File: src/hdl/drtd_pkg.sv
package drtd_pkg;

   localparam int DEFAULT_QUEUE_DEPTH = 16;

   localparam int WORD_W      = 32;
   localparam int WATERMARK_W = 5;
   localparam int CSR_INDEX_W = 1;
   localparam int CSR_DATA_W  = 5;

   localparam logic [WATERMARK_W-1:0] WATERMARK_RESET = 5'd8;
   localparam logic                   SLEEP_EN_RESET  = 1'b1;

   localparam logic CMD_SCHEDULE = 1'b0;
   localparam logic CMD_RUN      = 1'b1;

   localparam logic [CSR_INDEX_W-1:0] CSR_IRQ_WATERMARK = 1'd0;
   localparam logic [CSR_INDEX_W-1:0] CSR_SLEEP_ENABLE  = 1'd1;

   localparam logic [1:0] KIND_STATUS   = 2'd0;
   localparam logic [1:0] KIND_DISPATCH = 2'd1;
   localparam logic [1:0] KIND_SLEEP    = 2'd2;

   localparam logic [1:0] ACT_NONE    = 2'd0;
   localparam logic [1:0] ACT_ENABLE  = 2'd1;
   localparam logic [1:0] ACT_DISABLE = 2'd2;

   typedef struct packed {
      logic [WORD_W-1:0] handle;
      logic [WORD_W-1:0] argument;
   } entry_type;

   typedef enum logic [2:0] {
      EMIT_NONE,
      EMIT_STATUS,
      EMIT_IRQ,
      EMIT_NORM,
      EMIT_SLEEP
   } emit_type;

   typedef struct packed {
      logic     push;
      logic     pop_irq;
      logic     pop_norm;
      emit_type emit;
      logic     last;
   } dp_cmd_type;

   typedef struct packed {
      logic irq_nonempty;
      logic norm_nonempty;
      logic out_free;
      logic sleep_enable;
   } dp_status_type;

   typedef struct packed {
      logic [1:0]        kind;
      logic [WORD_W-1:0] out_handle;
      logic [WORD_W-1:0] out_argument;
      logic              accepted;
      logic [1:0]        irq_action;
      logic              from_irq_queue;
      logic              last;
   } rsp_beat_type;

endpackage

File: src/hdl/drtd_req_if.sv
interface drtd_req_if;
   import drtd_pkg::*;

   logic              valid;
   logic              ready;
   logic              cmd;
   logic [WORD_W-1:0] task_handle;
   logic [WORD_W-1:0] task_argument;
   logic              interrupts_enabled;

   modport source (output valid, cmd, task_handle, task_argument, interrupts_enabled,
                   input ready);
   modport sink (input valid, cmd, task_handle, task_argument, interrupts_enabled,
                 output ready);
endinterface

File: src/hdl/drtd_rsp_if.sv
interface drtd_rsp_if;
   import drtd_pkg::*;

   logic              valid;
   logic              ready;
   logic [1:0]        kind;
   logic [WORD_W-1:0] out_handle;
   logic [WORD_W-1:0] out_argument;
   logic              accepted;
   logic [1:0]        irq_action;
   logic              from_irq_queue;
   logic              last;

   modport source (output valid, kind, out_handle, out_argument, accepted, irq_action,
                   from_irq_queue, last, input ready);
   modport sink (input valid, kind, out_handle, out_argument, accepted, irq_action,
                 from_irq_queue, last, output ready);
endinterface

File: src/hdl/drtd_fifo.sv
module drtd_fifo
   import drtd_pkg::*;
#(
   parameter  int DEPTH = DEFAULT_QUEUE_DEPTH,
   localparam int CNT_W = $clog2(DEPTH + 1)
) (
   input  logic             clock,
   input  logic             reset,
   input  logic             push,
   input  logic             pop,
   input  entry_type        push_data,
   output entry_type        head_data,
   output logic [CNT_W-1:0] count,
   output logic             full
);

   localparam int PTR_W = $clog2(DEPTH);
   localparam int SUM_W = PTR_W + 1;

   entry_type        mem [DEPTH];
   entry_type        head_ff;
   logic [PTR_W-1:0] rd_ptr_ff, rd_ptr_in;
   logic [CNT_W-1:0] count_ff, count_in;
   logic [SUM_W-1:0] wr_sum;
   logic [PTR_W-1:0] wr_addr;
   logic             push_ok;

   assign full    = (count_ff == CNT_W'(DEPTH));
   assign push_ok = push && !full;
   assign wr_sum  = SUM_W'(rd_ptr_ff) + SUM_W'(count_ff);
   assign wr_addr = (wr_sum >= SUM_W'(DEPTH)) ? PTR_W'(wr_sum - SUM_W'(DEPTH))
                                              : PTR_W'(wr_sum);

   always_comb begin
      rd_ptr_in = rd_ptr_ff;
      count_in  = count_ff;
      if (push_ok) begin
         count_in = count_ff + 1'b1;
      end else if (pop) begin
         count_in  = count_ff - 1'b1;
         rd_ptr_in = (rd_ptr_ff == PTR_W'(DEPTH - 1)) ? '0 : rd_ptr_ff + 1'b1;
      end
   end

   always_ff @(posedge clock) begin
      if (reset) begin
         rd_ptr_ff <= '0;
         count_ff  <= '0;
      end else begin
         rd_ptr_ff <= rd_ptr_in;
         count_ff  <= count_in;
      end
   end

   always_ff @(posedge clock) begin
      if (push_ok) begin
         mem[wr_addr] <= push_data;
      end
      head_ff <= mem[rd_ptr_ff];
   end

   assign head_data = head_ff;
   assign count     = count_ff;

endmodule

File: src/hdl/drtd_datapath.sv
module drtd_datapath
   import drtd_pkg::*;
#(
   parameter int QUEUE_DEPTH = DEFAULT_QUEUE_DEPTH
) (
   input  logic                   clock,
   input  logic                   reset,
   input  logic                   csr_write_enable,
   input  logic [CSR_INDEX_W-1:0] csr_index,
   input  logic [CSR_DATA_W-1:0]  csr_write_data,
   input  logic [WORD_W-1:0]      task_handle,
   input  logic [WORD_W-1:0]      task_argument,
   input  logic                   interrupts_enabled,
   input  dp_cmd_type             ctl,
   output dp_status_type          sts,
   input  logic                   rsp_ready,
   output logic                   rsp_valid,
   output rsp_beat_type           rsp_beat
);

   localparam int CNT_W = $clog2(QUEUE_DEPTH + 1);
   localparam int CMP_W = (CNT_W > WATERMARK_W) ? CNT_W : WATERMARK_W;

   logic [WATERMARK_W-1:0] watermark_ff;
   logic                   sleep_en_ff;
   logic                   valid_ff, valid_in;
   rsp_beat_type           beat_ff, beat_in;

   entry_type        new_entry, irq_head, norm_head;
   logic [CNT_W-1:0] irq_count, norm_count;
   logic             irq_full, norm_full;
   logic             irq_push, norm_push;
   logic             chosen_full;
   logic [1:0]       irq_act;

   assign new_entry   = '{handle: task_handle, argument: task_argument};
   assign norm_push   = ctl.push && interrupts_enabled;
   assign irq_push    = ctl.push && !interrupts_enabled;
   assign chosen_full = interrupts_enabled ? norm_full : irq_full;

   drtd_fifo #(.DEPTH(QUEUE_DEPTH)) u_irq_fifo (
      .clock     (clock),
      .reset     (reset),
      .push      (irq_push),
      .pop       (ctl.pop_irq),
      .push_data (new_entry),
      .head_data (irq_head),
      .count     (irq_count),
      .full      (irq_full)
   );

   drtd_fifo #(.DEPTH(QUEUE_DEPTH)) u_norm_fifo (
      .clock     (clock),
      .reset     (reset),
      .push      (norm_push),
      .pop       (ctl.pop_norm),
      .push_data (new_entry),
      .head_data (norm_head),
      .count     (norm_count),
      .full      (norm_full)
   );

   // fill counted includes the entry on its way out
   assign irq_act = (CMP_W'(irq_count) >= CMP_W'(watermark_ff)) ? ACT_DISABLE : ACT_ENABLE;

   always_ff @(posedge clock) begin
      if (reset) begin
         watermark_ff <= WATERMARK_RESET;
         sleep_en_ff  <= SLEEP_EN_RESET;
      end else if (csr_write_enable) begin
         unique case (csr_index)
            CSR_IRQ_WATERMARK: watermark_ff <= csr_write_data[WATERMARK_W-1:0];
            CSR_SLEEP_ENABLE:  sleep_en_ff  <= csr_write_data[0];
            default: ;
         endcase
      end
   end

   always_comb begin
      valid_in = valid_ff && !rsp_ready;
      beat_in  = beat_ff;
      if (ctl.emit != EMIT_NONE) begin
         valid_in = 1'b1;
         beat_in  = '0;
         beat_in.last = ctl.last;
      end
      unique case (ctl.emit)
         EMIT_NONE: ;
         EMIT_STATUS: begin
            beat_in.kind     = KIND_STATUS;
            beat_in.accepted = !chosen_full;
         end
         EMIT_IRQ: begin
            beat_in.kind           = KIND_DISPATCH;
            beat_in.out_handle     = irq_head.handle;
            beat_in.out_argument   = irq_head.argument;
            beat_in.irq_action     = irq_act;
            beat_in.from_irq_queue = 1'b1;
         end
         EMIT_NORM: begin
            beat_in.kind         = KIND_DISPATCH;
            beat_in.out_handle   = norm_head.handle;
            beat_in.out_argument = norm_head.argument;
         end
         EMIT_SLEEP: begin
            beat_in.kind = KIND_SLEEP;
         end
         default: ;
      endcase
   end

   always_ff @(posedge clock) begin
      if (reset) begin
         valid_ff <= 1'b0;
      end else begin
         valid_ff <= valid_in;
      end
      beat_ff <= beat_in;
   end

   assign sts.irq_nonempty  = (irq_count != '0);
   assign sts.norm_nonempty = (norm_count != '0);
   assign sts.out_free      = !valid_ff || rsp_ready;
   assign sts.sleep_enable  = sleep_en_ff;

   assign rsp_valid = valid_ff;
   assign rsp_beat  = beat_ff;

endmodule

File: src/hdl/drtd_ctrl.sv
module drtd_ctrl
   import drtd_pkg::*;
(
   input  logic          clock,
   input  logic          reset,
   input  logic          req_valid,
   input  logic          req_cmd,
   output logic          req_ready,
   input  dp_status_type sts,
   output dp_cmd_type    ctl
);

   typedef enum logic [1:0] {
      S_IDLE,
      S_IRQ,
      S_NORM
   } state_type;

   state_type state_ff, state_in;

   assign req_ready = (state_ff == S_IDLE) && sts.out_free;

   always_comb begin
      state_in = state_ff;
      ctl      = '{push: 1'b0, pop_irq: 1'b0, pop_norm: 1'b0, emit: EMIT_NONE, last: 1'b0};
      unique case (state_ff)
         S_IDLE: begin
            if (req_valid && req_ready) begin
               if (req_cmd == CMD_SCHEDULE) begin
                  ctl.push = 1'b1;
                  ctl.emit = EMIT_STATUS;
                  ctl.last = 1'b1;
               end else begin
                  state_in = S_IRQ;
               end
            end
         end
         S_IRQ: begin
            if (sts.out_free) begin
               priority if (sts.irq_nonempty) begin
                  ctl.emit    = EMIT_IRQ;
                  ctl.pop_irq = 1'b1;
                  ctl.last    = !sts.norm_nonempty;
                  state_in    = sts.norm_nonempty ? S_NORM : S_IDLE;
               end else if (sts.norm_nonempty) begin
                  ctl.emit     = EMIT_NORM;
                  ctl.pop_norm = 1'b1;
                  ctl.last     = 1'b1;
                  state_in     = S_IDLE;
               end else begin
                  if (sts.sleep_enable) begin
                     ctl.emit = EMIT_SLEEP;
                     ctl.last = 1'b1;
                  end
                  state_in = S_IDLE;
               end
            end
         end
         S_NORM: begin
            if (sts.out_free) begin
               ctl.emit     = EMIT_NORM;
               ctl.pop_norm = 1'b1;
               ctl.last     = 1'b1;
               state_in     = S_IDLE;
            end
         end
         default: state_in = S_IDLE;
      endcase
   end

   always_ff @(posedge clock) begin
      if (reset) begin
         state_ff <= S_IDLE;
      end else begin
         state_ff <= state_in;
      end
   end

endmodule

File: src/hdl/dual_ring_task_dispatcher.sv
// Two-level task dispatcher: a normal queue and an interrupt-context queue of QUEUE_DEPTH
// descriptors each. A schedule beat yields one status beat. A run beat yields one result or
// none, and two when it dispatches from both queues; each queue memory has a registered
// read port, and the controller issues one result per cycle into the output register while
// the result channel is not stalled. A stalled result channel holds the controller in place.
// Queue memories need no clearing after reset.
module dual_ring_task_dispatcher
   import drtd_pkg::*;
#(
   parameter int QUEUE_DEPTH = DEFAULT_QUEUE_DEPTH
) (
   input  logic                   clock,
   input  logic                   reset,
   drtd_req_if.sink               req_if,
   drtd_rsp_if.source             rsp_if,
   input  logic                   csr_write_enable,
   input  logic [CSR_INDEX_W-1:0] csr_index,
   input  logic [CSR_DATA_W-1:0]  csr_write_data
);

   dp_cmd_type    ctl;
   dp_status_type sts;
   rsp_beat_type  beat;

   drtd_ctrl u_ctrl (
      .clock     (clock),
      .reset     (reset),
      .req_valid (req_if.valid),
      .req_cmd   (req_if.cmd),
      .req_ready (req_if.ready),
      .sts       (sts),
      .ctl       (ctl)
   );

   drtd_datapath #(.QUEUE_DEPTH(QUEUE_DEPTH)) u_datapath (
      .clock              (clock),
      .reset              (reset),
      .csr_write_enable   (csr_write_enable),
      .csr_index          (csr_index),
      .csr_write_data     (csr_write_data),
      .task_handle        (req_if.task_handle),
      .task_argument      (req_if.task_argument),
      .interrupts_enabled (req_if.interrupts_enabled),
      .ctl                (ctl),
      .sts                (sts),
      .rsp_ready          (rsp_if.ready),
      .rsp_valid          (rsp_if.valid),
      .rsp_beat           (beat)
   );

   assign rsp_if.kind           = beat.kind;
   assign rsp_if.out_handle     = beat.out_handle;
   assign rsp_if.out_argument   = beat.out_argument;
   assign rsp_if.accepted       = beat.accepted;
   assign rsp_if.irq_action     = beat.irq_action;
   assign rsp_if.from_irq_queue = beat.from_irq_queue;
   assign rsp_if.last           = beat.last;

endmodule

File: src/flat_wrapper.sv
// flat-port wrapper written by rule: the top's interface ports become plain ports
module dual_ring_task_dispatcher_flat import drtd_pkg::*;
#(
   parameter int QUEUE_DEPTH = DEFAULT_QUEUE_DEPTH
)
  (clock, reset, csr_write_enable, csr_index, csr_write_data, req_if_valid, req_if_cmd, req_if_task_handle, req_if_task_argument, req_if_interrupts_enabled, req_if_ready, rsp_if_valid, rsp_if_kind, rsp_if_out_handle, rsp_if_out_argument, rsp_if_accepted, rsp_if_irq_action, rsp_if_from_irq_queue, rsp_if_last, rsp_if_ready);
  drtd_req_if req_if_i ();
  drtd_rsp_if rsp_if_i ();
  input  logic clock;
  input  logic reset;
  input  logic csr_write_enable;
  input  logic [CSR_INDEX_W-1:0] csr_index;
  input  logic [CSR_DATA_W-1:0] csr_write_data;
  input wire logic [$bits(req_if_i.valid)-1:0] req_if_valid;
  input wire logic [$bits(req_if_i.cmd)-1:0] req_if_cmd;
  input wire logic [$bits(req_if_i.task_handle)-1:0] req_if_task_handle;
  input wire logic [$bits(req_if_i.task_argument)-1:0] req_if_task_argument;
  input wire logic [$bits(req_if_i.interrupts_enabled)-1:0] req_if_interrupts_enabled;
  output wire logic [$bits(req_if_i.ready)-1:0] req_if_ready;
  output wire logic [$bits(rsp_if_i.valid)-1:0] rsp_if_valid;
  output wire logic [$bits(rsp_if_i.kind)-1:0] rsp_if_kind;
  output wire logic [$bits(rsp_if_i.out_handle)-1:0] rsp_if_out_handle;
  output wire logic [$bits(rsp_if_i.out_argument)-1:0] rsp_if_out_argument;
  output wire logic [$bits(rsp_if_i.accepted)-1:0] rsp_if_accepted;
  output wire logic [$bits(rsp_if_i.irq_action)-1:0] rsp_if_irq_action;
  output wire logic [$bits(rsp_if_i.from_irq_queue)-1:0] rsp_if_from_irq_queue;
  output wire logic [$bits(rsp_if_i.last)-1:0] rsp_if_last;
  input wire logic [$bits(rsp_if_i.ready)-1:0] rsp_if_ready;
  assign req_if_i.valid = req_if_valid;
  assign req_if_i.cmd = req_if_cmd;
  assign req_if_i.task_handle = req_if_task_handle;
  assign req_if_i.task_argument = req_if_task_argument;
  assign req_if_i.interrupts_enabled = req_if_interrupts_enabled;
  assign req_if_ready = req_if_i.ready;
  assign rsp_if_valid = rsp_if_i.valid;
  assign rsp_if_kind = rsp_if_i.kind;
  assign rsp_if_out_handle = rsp_if_i.out_handle;
  assign rsp_if_out_argument = rsp_if_i.out_argument;
  assign rsp_if_accepted = rsp_if_i.accepted;
  assign rsp_if_irq_action = rsp_if_i.irq_action;
  assign rsp_if_from_irq_queue = rsp_if_i.from_irq_queue;
  assign rsp_if_last = rsp_if_i.last;
  assign rsp_if_i.ready = rsp_if_ready;
  dual_ring_task_dispatcher #(.QUEUE_DEPTH(QUEUE_DEPTH)) u_core (.clock(clock), .reset(reset), .req_if(req_if_i), .rsp_if(rsp_if_i), .csr_write_enable(csr_write_enable), .csr_index(csr_index), .csr_write_data(csr_write_data));
endmodule
File: config.mk
export PLATFORM = sky130hd
export DESIGN_NAME = dual_ring_task_dispatcher_flat
export DESIGN_NICKNAME = d
export VERILOG_FILES = /design/src/hdl/drtd_pkg.sv /design/src/hdl/drtd_req_if.sv /design/src/hdl/drtd_rsp_if.sv /design/src/hdl/drtd_fifo.sv /design/src/hdl/drtd_datapath.sv /design/src/hdl/drtd_ctrl.sv /design/src/hdl/dual_ring_task_dispatcher.sv /design/src/flat_wrapper.sv
export SDC_FILE = /design/constraint.sdc
export NUM_CORES = 2
export LEC_CHECK = 0
export BUFFER_PORTS_ARGS = -buffer_cell sky130_fd_sc_hd__buf_2
export CAP_MARGIN = 20
export CORE_MARGIN = 5
export CORE_UTILIZATION = 56
export DETAILED_ROUTE_END_ITERATION = 12
export GPL_TIMING_DRIVEN = 0
export PLACE_DENSITY = 0.74
export SLEW_MARGIN = 5
export SYNTH_ARGS = -nofsm -noshare
export SYNTH_HDL_FRONTEND = slang
export SYNTH_SLANG_ARGS = --single-unit
export TNS_END_PERCENT = 10
File: constraint.sdc
create_clock -name clock -period 6.55 [get_ports clock]
set_input_delay 1.31 -clock clock [delete_from_list [all_inputs] [get_ports clock]]
set_output_delay 1.31 -clock clock [all_outputs]
set_load 0.01 [all_outputs]
==> summary.md <==
| Metric | Value |
|---|---|
| Run status | finished clean |
| Top_reg_cell synth | sky130_fd_sc_hd__edfxtp_1 |
| CTS Hold Buffers Added | 0 |
| Internal Dissipation | 24,900 uW |
| Slew headroom | 0.210 |
| Cell-by-cell trace of the critical path | inv_1 > ha_1 > and3b_1 > nand3_1 > a21oi_1 > inv_1 > clkbuf_1 > nor2_1 > nand2_1 > nor2_4 > buf_12 |
| Pwr per Cell Area | 329 nW/um^2 |
| Post-layout min period | 4.19 ns |
| Dominant combinational cell family by area after synthesis | multiplexers |
| Largest delay contributor family on the critical path | simple AND/OR/NAND/NOR gates |
| Worst slack on hold paths | 0.483 ns |
| Yosys reg bits | 2,274 |
| Highest cell delay on the worst timing path | 0.84 ns |
| Fraction of layout instances using a drive strength above 1 | 0.277 |
| Cts bufs inserted | 213 |
| Combinational fraction of design power | 0.104 |
| CTS tree | yes |
| Most common cell after layout, fill and taps aside | sky130_fd_sc_hd__edfxtp_1 |
| Sum of negative setup slack | 0 ns |
| Compound-Gate Fraction of Synth Area | 0.0318 |
| Number of nets in the finished design | 4,397 |
| Portion of total power attributed to the clock network | 0.380 |
| Detailed-placement wirelength estimate | 126,000 um |
| Peak supply drop | 0.237 mV |
| Standard-cell row count | 143 |
| Gr ovfl total | 0 |
| Vias in the first global route | 42,600 |
| Drt total wl | 196,000 um |
| Number of unique standard cell types used by synthesis | 57 |
| Crit path buffers/inverters | 4 |
| DRC | 0 |
| Number of DRC markers after the initial detailed-route iteration | 4,780 |
| Die outline area | 160,000 um^2 |
| Critical Setup Path Class | reg2reg |
| Instance count of the mapped netlist | 3,835 |
| Net count of the mapped netlist | 3,940 |
| Share of the clock period used by the worst path | 0.640 |
| Reg clk slew, reported paths | 0.06 ns |
| Wire length per cell after detailed routing | 30.1 um |
| Synth Area in Simple Gates | 0.0163 |
| # setup viols final | 0 |
| Post-synth EDFFs | 2,118 |
| Clock Latency Late Sink | 0.84 ns |
| Fraction of registers with async set or reset after synthesis | 0 |
| Count of endpoints failing hold in the final timing report | 0 |
| Mean area per synthesized cell | 22.2 um^2 |
| Max Clock Freq | 0.239 GHz |
| Worst setup SP type | flip-flop |
| Xor and xnor fraction of the mapped netlist area | 0.00175 |
| Vertical die dimension | 400 um |
| Maximum level of the CTS H-tree | 4 |
| CP max-delay cell | sky130_fd_sc_hd__nor2_4 |
| Most used cell along the critical path | sky130_fd_sc_hd__inv_1 |
| Pins over their slew limit | 0 |
| Unrepaired setup endpoints after global routing | false |
| Routability cong. | 0.781 |
| Final clock skew | 0.0280 ns |
| Sequential element share of the synthesized area | 0.783 |
| Port Buffer Count | 148 |
| Leakage power of the design | 0.0303 uW |
| HP Class | reg2reg |
| Mapped Area | 85,200 um^2 |
| I/O pins | 150 |
| Data required time of the worst path | 7.06 ns |
| Core Region | 152,000 um^2 |
| Initial DRT Pass Iterations | 6 |
| Antenna violations before repair | 7 |
| Count of warnings emitted by yosys | 0 |
| Max FO, Critical Path | 23 |
| Sequential group share of total power | 0.515 |
| Switching share of power | 0.228 |
| Syn-to-layout area delta | 14.7% |
| Commonest non-fill, non-tap cells in the layout | sky130_fd_sc_hd__edfxtp_1 (2,118), sky130_fd_sc_hd__mux4_2 (512), sky130_fd_sc_hd__clkbuf_16 (219), sky130_fd_sc_hd__buf_2 (214), sky130_fd_sc_hd__clkbuf_1 (180) |
| Kind of capture point of the worst setup path | flip-flop |
| Total global routing track utilization | 0.249 |
| Switching Power | 7340 uW |
| Cell at the root of the clock tree | sky130_fd_sc_hd__clkbuf_16 |
| Setup bufs post-CTS | 0 |
| Number of vias after detailed routing | 41,400 |
| Total of cells resized after clock tree synthesis | 0 |
| DR vias/cell | 6.35 |
| Max-cap violations | 0 |
| Starting utilization of the core area | 0.562 |
| Clock buffer depth | 3 |
| CP Data Arrival Time | 4.70 ns |
| Slew at the pin closest to its max-slew limit | 1.19 ns |
| Global-route wire length before repair | 289,000 um |
| Post-synthesis mux area share | 0.151 |
| Post-detailed-route count of antenna-violating nets | 0 |
| Adder-cell share of the synthesized area | 0.00446 |
| Pin count of the biggest net entering global routing | 33 |
| Number of sinks driven by the clock tree | 2,274 |
| DIE WIDTH | 400 um |
==> synth_stat cells (3+ instances only) <==
cell type	n	share of area
sky130_fd_sc_hd__edfxtp_1	2118	0.75
sky130_fd_sc_hd__mux4_2	512	0.14
sky130_fd_sc_hd__dfxtp_1	156	0.037
sky130_fd_sc_hd__a21oi_1	149	0.0087
sky130_fd_sc_hd__mux2i_1	136	0.016
sky130_fd_sc_hd__a211oi_1	130	0.011
sky130_fd_sc_hd__clkbuf_1	130	0.0057
sky130_fd_sc_hd__nor2b_1	130	0.0095
sky130_fd_sc_hd__buf_2	66	0.0039
sky130_fd_sc_hd__nor2_1	59	0.0026
sky130_fd_sc_hd__a22o_2	49	0.0058
sky130_fd_sc_hd__ha_1	24	0.0035
sky130_fd_sc_hd__nand2_1	24	0.0011
sky130_fd_sc_hd__inv_1	16	0.00070
sky130_fd_sc_hd__a22o_1	15	0.0015
sky130_fd_sc_hd__o21ai_0	12	0.00070
sky130_fd_sc_hd__xnor2_1	12	0.0012
sky130_fd_sc_hd__nand3_1	9	0.00053
sky130_fd_sc_hd__a21boi_0	8	0.00070
sky130_fd_sc_hd__a21o_1	8	0.00070
sky130_fd_sc_hd__buf_1	7	0.00031
sky130_fd_sc_hd__buf_6	6	0.00079
sky130_fd_sc_hd__nor3_1	5	0.00029
sky130_fd_sc_hd__xor2_1	5	0.00051
sky130_fd_sc_hd__fa_1	4	0.00094
sky130_fd_sc_hd__and2_1	3	0.00022
sky130_fd_sc_hd__nand4_1	3	0.00022
sky130_fd_sc_hd__or3_1	3	0.00022
==> kinds of logic (layout without fill, tap and decap cells) <==
family / count (synthesis) / after routing
buffers and inverters: 225 / 870
other: 0 / 7
xor gates and xnor gates: 17 / 17
muxes: 649 / 649
and+or+nand+nor: 251 / 251
DFF: 2274 / 2274
adders and majority gates: 28 / 28
AOI/OAI and AO/OA: 391 / 391
==> power groups by stage <==
stage | registers [uW] | clock network, uW | logic, uW
floorplan | 17000 | 0 | 2000
global placement | 16900 | 0 | 3170
detailed placement | 16900 | 0 | 3360
CTS | 16600 | 12400 | 3390
global route | 16600 | 13100 | 3610
finish | 16600 | 12200 | 3350
==> per-layer routing <==
layer	routed length, um	vias to the layer above	track usage
met2	97300	2056	0.404
met5	21	-	0
met4	6410	4	0.0798
met3	17500	368	0.0572
li1	-	17000	-
met1	74900	21900	0.343
==> flip-flops by register name, indices dropped and copies added, names as in the netlist <==
register and flops:
u_core.u_datapath.rsp_valid 1, u_core.u_datapath.u_irq_fifo.rd_ptr_ff 4, u_core.u_datapath.u_norm_fifo.head_data 64, u_core.u_datapath.sleep_en_ff 1, u_core.u_datapath.rsp_beat 71, u_core.u_datapath.u_norm_fifo.mem 1024
u_core.u_datapath.u_norm_fifo.rd_ptr_ff 4, u_core.u_ctrl.state_ff 2, u_core.u_datapath.u_norm_fifo.count 5, u_core.u_datapath.u_irq_fifo.mem 1024, u_core.u_datapath.watermark_ff 5, u_core.u_datapath.u_irq_fifo.count 5
u_core.u_datapath.u_irq_fifo.head_data 64
==> stage by stage <==
stage	area [um^2]	cells	util	setup WS [ns]	power (uW)
after floorplan	85200	3835	-	0.796	19000
after global placement	88500	6013	0.584	-3.01	20100
after detailed placement	90700	6106	0.599	1.66	20300
after CTS	97700	6509	0.645	2.43	32400
after global routing	97700	6510	0.645	2.26	33300
final	97700	6517	0.645	2.36	32200
==> final timing paths <==
kind / endpoint / slack (ns) / cells past startpoint / start
worst max register to register: u_core.u_datapath.u_norm_fifo.mem[6][30] / 2.36 / 11 / u_core.u_ctrl.state_ff[0]
worst max-delay path: u_core.u_datapath.u_norm_fifo.mem[6][30] / 2.36 / 11 / u_core.u_ctrl.state_ff[0]
worst min register to register: u_core.u_datapath.rsp_beat[1] / 0.48 / 2 / u_core.u_datapath.rsp_beat[1]
worst min-delay path: u_core.u_datapath.rsp_beat[1] / 0.48 / 2 / u_core.u_datapath.rsp_beat[1]
==> tightest hold or removal path: stages (launching register included) <==
cell and delay (ns):
sky130_fd_sc_hd__dfxtp_1 0.31, sky130_fd_sc_hd__inv_1 0.04, sky130_fd_sc_hd__o21ai_0 0.07
==> layout make-up <==
| cell class | count | area [um^2] |
|---|---|---|
| Multi-Input combinational cell | 1336 | 17800 |
| Clock inverter | 95 | 885 |
| Timing Repair Buffer | 242 | 2690 |
| Buffer | 209 | 923 |
| Clock buffer | 308 | 6120 |
| Tap cell | 2030 | 2540 |
| Sequential cell | 2274 | 66700 |
| Fill cell | 9696 | 53800 |
| Antenna cell | 7 | 17.5 |
| Inverter | 16 | 60.1 |
Note: power is estimated with default switching activity, not from simulation.
